<file path="src/rtl/core/script_header_parser_unit_assert.svh">
// Assertion macros used by the script header parser RTL.
`ifndef SCRIPT_HEADER_PARSER_UNIT_ASSERT_SVH
`define SCRIPT_HEADER_PARSER_UNIT_ASSERT_SVH

// Same-cycle implication, disabled while reset is asserted.
`define SHP_ASSERT_SAME(label, clk, rst_n, ante, cons) \
	label: assert property (@(posedge clk) disable iff (!rst_n) (ante) |-> (cons)) \
		else $error("script header parser: same-cycle check failed");

// Next-cycle implication, disabled while reset is asserted.
`define SHP_ASSERT_NEXT(label, clk, rst_n, ante, cons) \
	label: assert property (@(posedge clk) disable iff (!rst_n) (ante) |=> (cons)) \
		else $error("script header parser: next-cycle check failed");

`endif

</file>
<file path="src/rtl/core/shp_pkg.sv">
// Package: shared types and result codes of the script header parser.
`timescale 1ns / 1ps
package shp_pkg;

	localparam logic [1:0] RK_LOCAL   = 2'd0;
	localparam logic [1:0] RK_HEADER  = 2'd1;
	localparam logic [1:0] RK_TIMEOUT = 2'd2;

	localparam logic KIND_DATA    = 1'b0;
	localparam logic KIND_TIMEOUT = 1'b1;

	typedef struct packed {
		logic               kind;
		logic [7:0]         data_byte;
		logic signed [15:0] start_address;
		logic [7:0]         script_number;
	} in_item_t;

	typedef struct packed {
		logic [1:0]         result_kind;
		logic [7:0]         local_position;
		logic [7:0]         local_value;
		logic               running;
		logic               once;
		logic [7:0]         interval;
		logic [7:0]         arg_count;
		logic [7:0]         local_count;
		logic [14:0]        instruction_count;
		logic signed [15:0] instruction_start;
		logic signed [15:0] instruction_stop;
		logic [7:0]         header_script;
	} result_t;

	// Handshake between the input stage and the result register.
	typedef struct packed {
		logic valid;
		logic advance;
	} stage_ctl_t;

endpackage

</file>
<file path="src/rtl/core/shp_in_if.sv">
// Interface: input byte channel of the script header parser.
`timescale 1ns / 1ps
interface shp_in_if;
	logic               valid;
	logic               ready;
	logic               kind;
	logic [7:0]         data_byte;
	logic signed [15:0] start_address;
	logic [7:0]         script_number;

	modport source (output valid, kind, data_byte, start_address, script_number,
		input ready);
	modport sink (input valid, kind, data_byte, start_address, script_number,
		output ready);
endinterface

</file>
<file path="src/rtl/core/shp_out_if.sv">
// Interface: result channel of the script header parser.
`timescale 1ns / 1ps
interface shp_out_if;
	logic               valid;
	logic               ready;
	logic [1:0]         result_kind;
	logic [7:0]         local_position;
	logic [7:0]         local_value;
	logic               running;
	logic               once;
	logic [7:0]         interval;
	logic [7:0]         arg_count;
	logic [7:0]         local_count;
	logic [14:0]        instruction_count;
	logic signed [15:0] instruction_start;
	logic signed [15:0] instruction_stop;
	logic [7:0]         header_script;

	modport source (output valid, result_kind, local_position, local_value, running, once,
		interval, arg_count, local_count, instruction_count, instruction_start,
		instruction_stop, header_script, input ready);
	modport sink (input valid, result_kind, local_position, local_value, running, once,
		interval, arg_count, local_count, instruction_count, instruction_start,
		instruction_stop, header_script, output ready);
endinterface

</file>
<file path="src/rtl/core/shp_in_stage.sv">
// Input register stage: capture one transaction, hold it until the parser takes it.
`timescale 1ns / 1ps
module shp_in_stage (
	input  logic              clk,
	input  logic              arst_n,
	shp_in_if.sink            stream,
	input  logic              advance,
	output shp_pkg::stage_ctl_t ctl_unused_guard,
	output shp_pkg::in_item_t item_s1
);
	import shp_pkg::*;

	logic valid_s1;
	logic take;

	assign stream.ready = !valid_s1 || advance;
	assign take         = stream.valid && stream.ready;

	assign ctl_unused_guard.valid   = valid_s1;
	assign ctl_unused_guard.advance = advance;

	always_ff @(posedge clk or negedge arst_n) begin
		if (!arst_n) begin
			valid_s1 <= 1'b0;
		end else if (take) begin
			valid_s1 <= 1'b1;
		end else if (advance) begin
			valid_s1 <= 1'b0;
		end
	end

	always_ff @(posedge clk) begin
		if (take) begin
			item_s1.kind          <= stream.kind;
			item_s1.data_byte     <= stream.data_byte;
			item_s1.start_address <= stream.start_address;
			item_s1.script_number <= stream.script_number;
		end
	end
endmodule

</file>
<file path="src/rtl/core/shp_parser.sv">
// Header parser: phase register, latched header fields, result decode.
`timescale 1ns / 1ps
`include "script_header_parser_unit_assert.svh"
module shp_parser (
	input  logic              clk,
	input  logic              arst_n,
	input  logic              fire,
	input  shp_pkg::in_item_t item,
	output logic              res_valid,
	output shp_pkg::result_t  res
);
	import shp_pkg::*;

	localparam logic [2:0] PH_FLAGS    = 3'd0;
	localparam logic [2:0] PH_INTERVAL = 3'd1;
	localparam logic [2:0] PH_ARGS     = 3'd2;
	localparam logic [2:0] PH_LCOUNT   = 3'd3;
	localparam logic [2:0] PH_LOCALS   = 3'd4;
	localparam logic [2:0] PH_CNT_HI   = 3'd5;
	localparam logic [2:0] PH_CNT_LO   = 3'd6;

	// flags: [4] running, [3] once, [2] has-interval, [1] has-args, [0] has-locals
	function automatic logic [2:0] after_phase(input logic [2:0] from, input logic [4:0] f);
		logic [2:0] nxt;
		priority if (from < PH_INTERVAL && f[2]) nxt = PH_INTERVAL;
		else if (from < PH_ARGS && f[1])         nxt = PH_ARGS;
		else if (from < PH_LCOUNT && f[0])       nxt = PH_LCOUNT;
		else                                     nxt = PH_CNT_HI;
		return nxt;
	endfunction

	logic [2:0]  phase_q, phase_d;
	logic [4:0]  flag_bits_q, flag_bits_d;
	logic [15:0] start_q, start_d;
	logic [7:0]  script_q, script_d;
	logic [7:0]  interval_q, interval_d;
	logic [7:0]  args_q, args_d;
	logic [7:0]  locals_total_q, locals_total_d;
	logic [7:0]  locals_seen_q, locals_seen_d;
	logic [6:0]  count_high_q, count_high_d;

	logic [7:0]  b;
	logic [7:0]  seen_inc;
	logic [14:0] hdr_count;
	logic [15:0] hdr_stop;
	result_t     header;

	logic        timeout_fire;
	logic        header_fire;
	logic        local_out;
	logic        in_list;

	assign b         = item.data_byte;
	assign seen_inc  = locals_seen_q + 8'd1;
	assign hdr_count = (phase_q == PH_CNT_LO) ? {count_high_q, b} : {7'd0, b};
	assign hdr_stop  = start_q + {1'b0, hdr_count} - 16'd1;

	always_comb begin
		header                   = '0;
		header.result_kind       = RK_HEADER;
		header.running           = flag_bits_q[4];
		header.once              = flag_bits_q[3];
		header.interval          = interval_q;
		header.arg_count         = args_q;
		header.local_count       = locals_total_q;
		header.instruction_count = hdr_count;
		header.instruction_start = start_q;
		header.instruction_stop  = hdr_stop;
		header.header_script     = script_q;
	end

	always_comb begin
		phase_d        = phase_q;
		flag_bits_d    = flag_bits_q;
		start_d        = start_q;
		script_d       = script_q;
		interval_d     = interval_q;
		args_d         = args_q;
		locals_total_d = locals_total_q;
		locals_seen_d  = locals_seen_q;
		count_high_d   = count_high_q;
		res_valid      = 1'b0;
		res            = '0;
		if (item.kind == KIND_TIMEOUT) begin
			// abort the header wherever it stands
			res_valid       = 1'b1;
			res.result_kind = RK_TIMEOUT;
			phase_d         = PH_FLAGS;
		end else begin
			unique case (phase_q)
				PH_INTERVAL: begin
					interval_d = b;
					phase_d    = after_phase(PH_INTERVAL, flag_bits_q);
				end
				PH_ARGS: begin
					args_d  = b;
					phase_d = after_phase(PH_ARGS, flag_bits_q);
				end
				PH_LCOUNT: begin
					locals_total_d = b;
					locals_seen_d  = 8'd0;
					phase_d        = (b != 8'd0) ? PH_LOCALS : PH_CNT_HI;
				end
				PH_LOCALS: begin
					res_valid          = 1'b1;
					res.result_kind    = RK_LOCAL;
					res.local_position = locals_seen_q;
					res.local_value    = b;
					locals_seen_d      = seen_inc;
					if (seen_inc == locals_total_q) begin
						phase_d = PH_CNT_HI;
					end
				end
				PH_CNT_HI: begin
					if (b[7]) begin
						count_high_d = b[6:0];
						phase_d      = PH_CNT_LO;
					end else begin
						res_valid = 1'b1;
						res       = header;
						phase_d   = PH_FLAGS;
					end
				end
				PH_CNT_LO: begin
					res_valid = 1'b1;
					res       = header;
					phase_d   = PH_FLAGS;
				end
				default: begin
					// flags byte; the unused phase code lands here too
					flag_bits_d    = b[7:3];
					start_d        = item.start_address;
					script_d       = item.script_number;
					interval_d     = 8'd0;
					args_d         = 8'd0;
					locals_total_d = 8'd0;
					locals_seen_d  = 8'd0;
					count_high_d   = 7'd0;
					phase_d        = after_phase(PH_FLAGS, b[7:3]);
				end
			endcase
		end
	end

	always_ff @(posedge clk or negedge arst_n) begin
		if (!arst_n) begin
			phase_q        <= PH_FLAGS;
			flag_bits_q    <= '0;
			start_q        <= '0;
			script_q       <= '0;
			interval_q     <= '0;
			args_q         <= '0;
			locals_total_q <= '0;
			locals_seen_q  <= '0;
			count_high_q   <= '0;
		end else if (fire) begin
			phase_q        <= phase_d;
			flag_bits_q    <= flag_bits_d;
			start_q        <= start_d;
			script_q       <= script_d;
			interval_q     <= interval_d;
			args_q         <= args_d;
			locals_total_q <= locals_total_d;
			locals_seen_q  <= locals_seen_d;
			count_high_q   <= count_high_d;
		end
	end

	assign timeout_fire = fire && (item.kind == KIND_TIMEOUT);
	assign header_fire  = fire && res_valid && (res.result_kind == RK_HEADER);
	assign local_out    = res_valid && (res.result_kind == RK_LOCAL);
	assign in_list      = (phase_q == PH_LOCALS);

	`SHP_ASSERT_NEXT(a_timeout_to_flags, clk, arst_n, timeout_fire, phase_q == PH_FLAGS)
	`SHP_ASSERT_NEXT(a_header_to_flags, clk, arst_n, header_fire, phase_q == PH_FLAGS)
	`SHP_ASSERT_SAME(a_local_in_list, clk, arst_n, local_out, in_list)
	`SHP_ASSERT_SAME(a_seen_below_total, clk, arst_n, in_list, locals_seen_q < locals_total_q)
endmodule

</file>
<file path="src/rtl/core/shp_out_reg.sv">
// Result register: hold one result transaction until the receiver takes it.
`timescale 1ns / 1ps
module shp_out_reg (
	input  logic             clk,
	input  logic             arst_n,
	input  logic             load,
	input  shp_pkg::result_t res,
	output logic             free,
	shp_out_if.source        report
);
	import shp_pkg::*;

	logic    valid_q;
	result_t res_q;

	assign free = !valid_q || report.ready;

	always_ff @(posedge clk or negedge arst_n) begin
		if (!arst_n) begin
			valid_q <= 1'b0;
		end else if (free) begin
			valid_q <= load;
		end
	end

	always_ff @(posedge clk) begin
		if (free && load) begin
			res_q <= res;
		end
	end

	assign report.valid             = valid_q;
	assign report.result_kind       = res_q.result_kind;
	assign report.local_position    = res_q.local_position;
	assign report.local_value       = res_q.local_value;
	assign report.running           = res_q.running;
	assign report.once              = res_q.once;
	assign report.interval          = res_q.interval;
	assign report.arg_count         = res_q.arg_count;
	assign report.local_count       = res_q.local_count;
	assign report.instruction_count = res_q.instruction_count;
	assign report.instruction_start = res_q.instruction_start;
	assign report.instruction_stop  = res_q.instruction_stop;
	assign report.header_script     = res_q.header_script;
endmodule

</file>
<file path="src/rtl/core/script_header_parser_unit.sv">
// Script header parser unit: top level.
// Usage:
//  - stream (sink): one transaction per header byte, kind selects data byte or
//    reader timeout; start_address and script_number are sampled with the
//    flags byte only.
//  - report (source): local entries, completed headers and timeout errors,
//    at most one result transaction per input transaction.
//  - Path: a transaction accepted on stream is registered in the input
//    stage, decoded against the phase register and, if it yields a result,
//    registered in the result register, which drives report.
//  - Throughput: one byte per cycle unless report stalls; the phase register,
//    the 16-bit stop-address sum and the locals increment form the path.
//  - Stall: while report holds an untaken result, an empty input stage still
//    takes one more byte; then stream.ready is low until report.ready returns.
//  - Reset (arst_n low): both stages empty, parser waits for a flags byte,
//    latched header fields clear to zero.
`timescale 1ns / 1ps
module script_header_parser_unit (
	input logic       clk,
	input logic       arst_n,
	shp_in_if.sink    stream,
	shp_out_if.source report
);
	import shp_pkg::*;

	stage_ctl_t ctl;
	in_item_t   item_s1;
	result_t    res;
	logic       res_valid;
	logic       out_free;
	logic       advance;

	// Advance the held byte whenever the result register can take its outcome.
	assign advance = ctl.valid && out_free;

	shp_in_stage u_in_stage (
		.clk              (clk),
		.arst_n           (arst_n),
		.stream           (stream),
		.advance          (advance),
		.ctl_unused_guard (ctl),
		.item_s1          (item_s1)
	);

	// Step the parser once per advanced byte.
	shp_parser u_parser (
		.clk       (clk),
		.arst_n    (arst_n),
		.fire      (ctl.advance),
		.item      (item_s1),
		.res_valid (res_valid),
		.res       (res)
	);

	// Load only bytes that produce a result; drop the rest silently.
	shp_out_reg u_out_reg (
		.clk    (clk),
		.arst_n (arst_n),
		.load   (advance && res_valid),
		.res    (res),
		.free   (out_free),
		.report (report)
	);
endmodule
</file>
<file path="src/flat_wrapper.sv">
// flat-port wrapper written by rule: the top's interface ports become plain ports
module script_header_parser_unit_flat import shp_pkg::*;
  (clk, arst_n, stream_valid, stream_kind, stream_data_byte, stream_start_address, stream_script_number, stream_ready, report_valid, report_result_kind, report_local_position, report_local_value, report_running, report_once, report_interval, report_arg_count, report_local_count, report_instruction_count, report_instruction_start, report_instruction_stop, report_header_script, report_ready);
  shp_in_if stream_i ();
  shp_out_if report_i ();
  input logic clk;
  input logic arst_n;
  input wire logic [$bits(stream_i.valid)-1:0] stream_valid;
  input wire logic [$bits(stream_i.kind)-1:0] stream_kind;
  input wire logic [$bits(stream_i.data_byte)-1:0] stream_data_byte;
  input wire logic [$bits(stream_i.start_address)-1:0] stream_start_address;
  input wire logic [$bits(stream_i.script_number)-1:0] stream_script_number;
  output wire logic [$bits(stream_i.ready)-1:0] stream_ready;
  output wire logic [$bits(report_i.valid)-1:0] report_valid;
  output wire logic [$bits(report_i.result_kind)-1:0] report_result_kind;
  output wire logic [$bits(report_i.local_position)-1:0] report_local_position;
  output wire logic [$bits(report_i.local_value)-1:0] report_local_value;
  output wire logic [$bits(report_i.running)-1:0] report_running;
  output wire logic [$bits(report_i.once)-1:0] report_once;
  output wire logic [$bits(report_i.interval)-1:0] report_interval;
  output wire logic [$bits(report_i.arg_count)-1:0] report_arg_count;
  output wire logic [$bits(report_i.local_count)-1:0] report_local_count;
  output wire logic [$bits(report_i.instruction_count)-1:0] report_instruction_count;
  output wire logic [$bits(report_i.instruction_start)-1:0] report_instruction_start;
  output wire logic [$bits(report_i.instruction_stop)-1:0] report_instruction_stop;
  output wire logic [$bits(report_i.header_script)-1:0] report_header_script;
  input wire logic [$bits(report_i.ready)-1:0] report_ready;
  assign stream_i.valid = stream_valid;
  assign stream_i.kind = stream_kind;
  assign stream_i.data_byte = stream_data_byte;
  assign stream_i.start_address = stream_start_address;
  assign stream_i.script_number = stream_script_number;
  assign stream_ready = stream_i.ready;
  assign report_valid = report_i.valid;
  assign report_result_kind = report_i.result_kind;
  assign report_local_position = report_i.local_position;
  assign report_local_value = report_i.local_value;
  assign report_running = report_i.running;
  assign report_once = report_i.once;
  assign report_interval = report_i.interval;
  assign report_arg_count = report_i.arg_count;
  assign report_local_count = report_i.local_count;
  assign report_instruction_count = report_i.instruction_count;
  assign report_instruction_start = report_i.instruction_start;
  assign report_instruction_stop = report_i.instruction_stop;
  assign report_header_script = report_i.header_script;
  assign report_i.ready = report_ready;
  script_header_parser_unit u_core (.clk(clk), .arst_n(arst_n), .stream(stream_i), .report(report_i));
endmodule
</file>
<file path="config.mk">
export PLATFORM = sky130hd
export DESIGN_NAME = script_header_parser_unit_flat
export DESIGN_NICKNAME = d
export VERILOG_FILES = /design/src/rtl/core/shp_pkg.sv /design/src/rtl/core/shp_in_if.sv /design/src/rtl/core/shp_out_if.sv /design/src/rtl/core/shp_in_stage.sv /design/src/rtl/core/shp_parser.sv /design/src/rtl/core/shp_out_reg.sv /design/src/rtl/core/script_header_parser_unit.sv /design/src/flat_wrapper.sv
export VERILOG_INCLUDE_DIRS = /design/src /design/src/rtl/core
export SDC_FILE = /design/constraint.sdc
export NUM_CORES = 1
export LEC_CHECK = 0
export BUFFER_PORTS_ARGS = -buffer_cell sky130_fd_sc_hd__buf_2
export CAP_MARGIN = 20
export CORE_ASPECT_RATIO = 1.4
export CORE_MARGIN = 1.5
export CORE_UTILIZATION = 50
export CTS_CLUSTER_DIAMETER = 30
export DETAILED_ROUTE_END_ITERATION = 16
export HOLD_SLACK_MARGIN = 0.02
export PLACE_DENSITY = 0.72
export SYNTH_ARGS = -nofsm -noshare
export SYNTH_HDL_FRONTEND = slang
export SYNTH_SLANG_ARGS = --single-unit
</file>
<file path="constraint.sdc">
create_clock -name clk -period 13.7 [get_ports clk]
set_clock_uncertainty 0.05 [all_clocks]
set_input_delay 2.74 -clock clk [delete_from_list [all_inputs] [get_ports clk]]
set_output_delay 2.74 -clock clk [all_outputs]
set_load 0.03 [all_outputs]
</file>
; Word level (Yosys, flattened, before mapping)
; Cells that the tools add are included.
[classes]
add_sub_neg = 3
eq_ne = 9
muxes = 25
bitwise = 7
reduce_logical = 24
[op_table]
columns = cell, count
row1 = $pmux W81 S2, 1
row2 = $mux W98, 1
row3 = $pmux W8 S2, 4
row4 = $pmux W18 S3, 1
row5 = $mux W3, 8
row6 = $reduce_or A5 Y1, 4
row7 = $pmux W3 S6, 1
row8 = $add A16 B15 Y16, 1
row9 = $sub A16 B1 Y16 const B, 1
row10 = $mux W15, 1
row11 = $reduce_and A3 Y1, 5
row12 = $pmux W7 S2, 1
row13 = $eq A3 B3 Y1 const B, 3
row14 = $add A8 B1 Y8 const B, 1
row15 = $eq A8 B8 Y1, 1
row16 = $reduce_bool A8 Y1, 1
row17 = $mux W7, 1
row18 = $not A1 Y1, 7
row19 = $eq A3 B2 Y1 const B, 2
row20 = $reduce_or A6 Y1, 1
row21 = $mux W1, 5
row22 = $logic_and A1 B1 Y1, 4
row23 = $reduce_and A4 Y1, 1
row24 = $reduce_or A4 Y1, 1
row25 = 9 further kinds, 11
[word_totals]
reg_bits = 205
input_bits = 37
out_inout_bits = 101
wordCells = 95

; Depth between registers and ports, before layout
; Gate-level depths: netlist of run 1.
[logic_depth]
word_depth = 6
depth_mapped = 15
ltp_nobuf = 12

; Hierarchy
; Synthesis of run 1 repeated with hierarchy kept, for this count alone.
[hier_totals]
hier_cells = 736
hier_area_um2 = 8991.1
[by_module_without_submodules]
columns = module, instances, cells_each, area_per_inst_um2, seq_area_each_um2
row1 = shp_parser, 1, 592, 4892.2, 1751.7
row2 = shp_out_reg, 1, 103, 3026.7, 2997.9
row3 = shp_in_stage, 1, 39, 1059.8, 1016.0
row4 = script_header_parser_unit, 1, 2, 12.5, 0.0

; Worst setup path before layout of run 1
; OpenSTA, ideal clock, no wires.
[synth_path]
kind = in2reg
startpoint = input port report_ready
endpoint = register u_core.u_out_reg.res_q (netlist bit u_core.u_out_reg.report.arg_count[0]) (enable)
setup_ns = 0.557
arrival_time_ns = 7.087
required_time_ns = 13.093
path_slack_ns = 6.005
path_stages = 3
n_path_buf = 0
cell_sequence = nand2b_1 > nand2_1 > nor2_1
[synth_between]
elab_chain_cells = 4
[synth_rtl]
columns = item, line_no
row1 = from (decl), flat_wrapper.sv:27  ; input wire logic [$bits(report_i.ready)-1:0] report_ready;
row2 = $logic_or A1 B1 Y1 (*), shp_out_reg.sv:16  ; assign free = !valid_q || report.ready;
row3 = $logic_and A1 B1 Y1, script_header_parser_unit.sv:34  ; assign advance = ctl.valid && out_free;
row4 = $logic_and A1 B1 Y1, script_header_parser_unit.sv:59  ; .load (advance && res_valid),
row5 = $logic_and A1 B1 Y1 (*), shp_out_reg.sv:27  ; if (free && load) begin
row6 = to (signal assigned), shp_out_reg.sv:28  ; res_q <= res;
row7 = to (decl), shp_out_reg.sv:14  ; result_t res_q;
; Every way passes the cells marked *; elsewhere a longest branch is shown, timed or not.
; A chain may end at the register's enable or synchronous reset.

; Final worst setup path of run 1
[layout_path]
startpoint = input port report_ready
endpoint = output port stream_ready
[layout_between]
elab_chain_cells = 3
[layout_rtl]
columns = item, line_no
row1 = $logic_or A1 B1 Y1, shp_out_reg.sv:16
row2 = $logic_and A1 B1 Y1, script_header_parser_unit.sv:34
row3 = $logic_or A1 B1 Y1, shp_in_stage.sv:16  ; assign stream.ready = !valid_s1 || advance;
row4 = to (decl), flat_wrapper.sv:13  ; output wire logic [$bits(stream_i.ready)-1:0] stream_ready;
; No other way between the ends.

==> results of run 1 <==
[cells in the final DEF, fill, tap and decap left out, types with 29 or more instances in the layout]
cell type / Yosys / routed
and2_1: 54 / 53
buf_2: 5 / 136
clkbuf_16: 0 / 29
dfrtp_1: 72 / 72
edfxtp_1: 132 / 132
ha_1: 31 / 31
inv_1: 58 / 58
nand2_1: 98 / 98
nor2_1: 50 / 49
o21ai_1: 39 / 38
[through the flow]
stage / setup slack, ps / cell area [um2] / utilization
floorplan: 6010 / 8930 / -
detailed placement: 7590 / 9820 / 0.564
finish: 7590 / 10800 / 0.620
CTS: 7590 / 10800 / 0.619
global placement: 7620 / 9820 / 0.564
global route: 7550 / 10800 / 0.620
[where the power goes]
part	total, uW	switching, uW	internal [uW]
logic	702	448	254
clock network	711	269	442
registers	886	83.2	803
total	2300	800	1500
[sequential cells by signal, indices dropped and copies added, names as in the netlist, 15 cells and up]
signal,cells
u_core.u_parser.start_q,16
u_core.u_in_stage.item_s1,33
u_core.u_out_reg.report.instruction_start,16
u_core.u_out_reg.report.instruction_count,15
u_core.u_out_reg.report.instruction_stop,16
[final cells by class]
cell class                      count  area, um2  area share
Antenna cell                        1       2.50    0.000232
Clock buffer                       35        768      0.0712
Clock inverter                     19        185      0.0172
Inverter                           59        221      0.0205
Multi-Input combinational cell    450       2830       0.262
Sequential cell                   204       5770       0.534
Tap cell                          236        295      0.0274
Timing Repair Buffer              141        731      0.0677
[kinds of logic (layout without fill, tap and decap cells)]
logic type	Yosys count	count (layout)	synth area share
buffers and inverters	92	254	0.0406
other	0	1	0
and+or+nand+nor	262	262	0.141
adders and majority gates	32	32	0.0457
AOI/OAI and AO/OA	113	113	0.0770
muxes	26	26	0.0331
xor gates and xnor gates	17	17	0.0175
DFF	204	204	0.645
[worst max-delay path: cells and delay by family]
| family | cells | cell delay (ps) |
|---|---|---|
| buffers and inverters | 2 | 290 |
| AND/OR/NAND/NOR | 2 | 280 |
[per-layer routing]
metal / wire [um] / part of all wire / global-route usage
met1: 7350 / 0.39 / 0.256
met2: 9800 / 0.52 / 0.369
met3: 1010 / 0.054 / 0.0278
met4: 610 / 0.033 / 0.0848
met5: 0 / 0 / 0
[worst max-delay path by stage]
stage	from	end	slack [ps]	depth (start not counted)
3_5_place_dp	report_ready	stream_ready	7590	4
4_1_cts	report_ready	stream_ready	7590	4
5_1_grt	report_ready	stream_ready	7550	4
3_3_place_gp	report_ready	stream_ready	7620	4
6_report	report_ready	stream_ready	7590	4
2_1_floorplan	report_ready	u_core.u_out_reg.report.arg_count[0]	6010	3
==> impl_metrics.json, run 1 <==
{
  "finalSetupViolations": 0,
  "timing.hold.ws_ps": 392,
  "post_drt_wl_per_cell_um": 16.4,
  "syn2layout_area_growth_pct": 20.8,
  "fmax_mhz": 164,
  "hpwlAfterDp_mm": 12.5,
  "syn-cell-area_um2": 8930,
  "cp_cell_sequence": "buf_2 > nor2b_1 > nand2_1 > buf_2",
  "r2r_slack_ps": 10070,
  "grt_max_degree": 73,
  "crit_path_end_kind": "output pin",
  "antenna_found_initial": 1,
  "rr_worst_depth": 12,
  "first_iter_violations": 305,
  "worstHoldStart": "u_core.u_in_stage.item_s1[18]",
  "dr.pass1.iters": 5,
  "syn_inst": 746,
  "num-fill-cells": 1434,
  "cts_tree": "done",
  "r2r-end": "u_core.u_out_reg.report.instruction_stop[14]",
  "criticalPathCategory": "in -> out",
  "synth.distinct_cells": 54,
  "synth_nets": 815,
  "hold_violations": 0,
  "status": "completed",
  "initial_core_util": 0.513,
  "grt.overflow.total": 0,
  "rr_startpoint": "u_core.u_parser.phase_q[1]",
  "slew_headroom": 0.299,
  "layout_min_cycle_time_ps": 6110,
  "nNetsFinal": 954,
  "slowest_stage": "buf_2",
  "grt_pass1_wl_mm": 29.9,
  "grtUsageTotal": 0.209,
  "routed_via_density": 5.21,
  "clk_pin_slew_worst_paths_ps": 50,
  "antenna_left": 0,
  "drc_errors": 0,
  "synthArstFlopShare": 0.353,
  "synth_area_leaders": "edfxtp_1, dfrtp_1, ha_1",
  "cts_root_buf": "clkbuf_16",
  "synth_edf_count": 132,
  "yosysTopAreaCell": "edfxtp_1",
  "ys.flop_type": "edfxtp_1",
  "rsz0062_at_grt": "false",
  "postCtsHoldBufs": 0,
  "arrival_ps": 3320,
  "synth_most_common_cell": "edfxtp_1",
  "post_cts_buffers": 0,
  "holdPathEnd": "u_core.u_parser.start_q[10]",
  "fin_setup_tns_ps": 0,
  "tightestPinTransition_ps": 1040,
  "htree_levels": 1,
  "clock_path_buffers": 3,
  "required_ps": 10910,
  "peakVddDrop_mv": 0.111,
  "min_period_over_period": 0.446,
  "ys_seq_area_frac": 0.645,
  "min_path_cells": 1,
  "rows": 57,
  "dieHeight_um": 161,
  "cts_resized": 0,
  "finalNonFillerCells": 1145,
  "max-cap-violations": 0,
  "insertion_delay_ps": 530,
  "placedCellCount": 1089,
  "place_congestion": 0.838,
  "io_buffers": 137,
  "hold_path.class": "reg -> reg",
  "die_area_um2": 18700,
  "yosys.area.top_type_share": 0.444,
  "p_leak_uw": 0.00461,
  "pwr_density_cell_nw_per_um2": 213,
  "design_power_total_uw": 2300,
  "cts_buffers": 29,
  "grt_pass1_vias": 5898,
  "core-area_um2": 17400,
  "start_kind": "primary input",
  "ys_ff_latch": 204,
  "synth.avg_cell_area_um2": 12.0,
  "vias": 5969,
  "cpPeakStageDelay_ps": 190,
  "io_pins": 138,
  "ys_top_cells_by_count": "edfxtp_1, nand2_1, dfrtp_1",
  "worstPathMaxFanout": 3,
  "final_max_slew_viol_count": 0,
  "crit_top_cell": "buf_2",
  "die_x_um": 116,
  "cts_sinks": 204,
  "wl_mm": 18.8,
  "yosys_warnings": 0,
  "drive_gt1_frac": 0.218
}
Power figures use the tool's default switching activity.
==> run 2, diff against run 1 <==
Clock period 13.7 ns to 6.3 ns, I/O delays scaled along.
==> run 2 against run 1 <==
  * Power is 120% higher
  * Sequential share of layout area is 0.24 points lower
  * Hold slack gained 4.0 ps
  * Largest cell class unchanged
  * Worst setup slack got worse by 4800 ps
==> impl_metrics.json, run 2 (synthesized netlist as in run 1, its figures left out) <==
{
  "post_cts_buffers": 0,
  "worstHoldStart": "u_core.u_in_stage.item_s1[6]",
  "regMostFlops": "u_core.u_in_stage.item_s1",
  "crit_buf_inv": 1,
  "cts_buffers": 29,
  "first_iter_violations": 289,
  "max-cap-violations": 0,
  "required_ps": 6510,
  "place_congestion": 0.832,
  "cts_sinks": 204,
  "dieHeight_um": 161,
  "p_sw_uw": 1780,
  "fmax_mhz": 285,
  "drive_gt1_frac": 0.225,
  "r2r_slack_ps": 2790,
  "htree_levels": 1,
  "intPower_uw": 3280,
  "slowest_stage": "dfrtp_1",
  "hold_violations": 0,
  "holdPathEnd": "u_core.u_parser.script_q[6]",
  "grtUsageTotal": 0.201,
  "rsz0062_at_grt": "false",
  "setup_ws_ps": 2790,
  "dr.pass1.iters": 5,
  "crit_path_end_kind": "flip-flop",
  "core-area_um2": 17400,
  "grt_pass1_wl_mm": 29.2,
  "finalSetupViolations": 0,
  "p_comb_frac": 0.303,
  "pwr-share-clk": 0.316,
  "layout_min_cycle_time_ps": 3510,
  "grt_max_degree": 73,
  "peakVddDrop_mv": 0.251,
  "min_path_cells": 1,
  "arrival_ps": 3720,
  "final_common_cell": "buf_2",
  "initial_core_util": 0.513,
  "pwr_density_cell_nw_per_um2": 467,
  "insertion_delay_ps": 530,
  "cts_tree": "done",
  "clock_path_buffers": 3,
  "p_leak_uw": 0.00463,
  "antenna_left": 0,
  "syn2layout_area_growth_pct": 21.4,
  "grt.overflow.total": 0,
  "nNetsFinal": 954,
  "cts_root_buf": "clkbuf_16",
  "pre_cts_ws_ps": 2840,
  "slew_headroom": 0.342,
  "cpPeakStageDelay_ps": 760,
  "die_x_um": 116,
  "netSwitchingFraction": 0.352,
  "largest_reg_flops": 33,
  "num-fill-cells": 1403,
  "rr_startpoint": "u_core.u_parser.phase_q[1]",
  "wl_mm": 18.4,
  "design_power_total_uw": 5060,
  "clk_pin_slew_worst_paths_ps": 60,
  "status": "completed",
  "postCtsHoldBufs": 0,
  "drc_errors": 0,
  "io_pins": 138,
  "hpwlAfterDp_mm": 12.3,
  "cts_resized": 0,
  "rr_worst_depth": 12,
  "hold_path.class": "reg -> reg",
  "layout_common_cells": "buf_2, edfxtp_1, nand2_1",
  "rows": 57,
  "routed_via_density": 5.15,
  "antenna_found_initial": 2,
  "vias": 5902,
  "tightestPinTransition_ps": 981,
  "start_kind": "flip-flop",
  "r2r-end": "u_core.u_out_reg.report.instruction_stop[14]",
  "path_delay_family": "simple AND/OR/NAND/NOR gates",
  "io_buffers": 137,
  "min_period_over_period": 0.557,
  "fin_setup_tns_ps": 0,
  "post_drt_wl_per_cell_um": 16.1,
  "grt_pass1_vias": 5796,
  "pwr-share-seq": 0.380,
  "criticalPathCategory": "reg -> reg",
  "final_max_slew_viol_count": 0,
  "cp_cell_sequence": "nor2b_1 > and2_1 > nand2_1 > ha_1 > inv_1 > ha_1 > nand2_1 > o211ai_1 > a221oi_1 > o21ai_1 > xnor2_1 > nor2_1",
  "die_area_um2": 18700,
  "worstPathMaxFanout": 22
}
==> run 2: layer usage <==
| layer | global-route usage | part of all wire | up-vias |
|---|---|---|---|
| met5 | 0 | 0 | - |
| li1 | - | - | 2877 |
| met3 | 0.0341 | 0.049 | 39 |
| met1 | 0.245 | 0.40 | 2816 |
| met4 | 0.0765 | 0.031 | 0 |
| met2 | 0.354 | 0.52 | 170 |
==> run 2: metrics by stage <==
stage	hold slack, ps	cell area (um2)	instances	util
global placement	385	9820	1089	0.564
CTS	405	10800	1143	0.621
finish	396	10800	1146	0.623
detailed placement	393	9820	1089	0.564
floorplan	374	8930	746	-
global route	417	10800	1146	0.623
==> run 2: how the worst max path moves through the flow <==
stage                                     from                                            to  cells after the start
CTS                 u_core.u_parser.phase_q[1]  u_core.u_out_reg.report.instruction_stop[14]                     12
global placement    u_core.u_parser.phase_q[1]  u_core.u_out_reg.report.instruction_stop[14]                     12
floorplan                         report_ready          u_core.u_out_reg.report.arg_count[0]                      3
detailed placement  u_core.u_parser.phase_q[1]  u_core.u_out_reg.report.instruction_stop[14]                     12
global route        u_core.u_parser.phase_q[1]  u_core.u_out_reg.report.instruction_stop[14]                     12
finish              u_core.u_parser.phase_q[1]  u_core.u_out_reg.report.instruction_stop[14]                     12
==> run 2: final cells by class <==
cell class              count  area [um2]  share of cell area
clock inverters            22         235              0.0217
inverters                  59         221              0.0204
clock buffers              32         757              0.0698
repair buffers            141         738              0.0681
flip-flops and latches    204        5770               0.532
well taps                 236         295              0.0272
multi-input cells         450        2830               0.261
diodes                      2        5.00            0.000462
==> run 2: worst reg2reg max path: cells and delay by family (launching register included) <==
family / cells / cell delay (ps)
compound gates: 3 / 700
simple gates: 5 / 950
xor+xnor: 1 / 140
buf+inv: 1 / 40
fa+ha+maj: 2 / 610
flops: 1 / 760
==> run 2: power groups by stage <==
stage	sequential, uW	combinational, uW	clock, uW
3_5_place_dp	1950	1520	0
4_1_cts	1930	1540	1630
3_3_place_gp	1940	1500	0
5_1_grt	1960	1720	1690
2_1_floorplan	2090	1010	0
6_report	1930	1540	1600
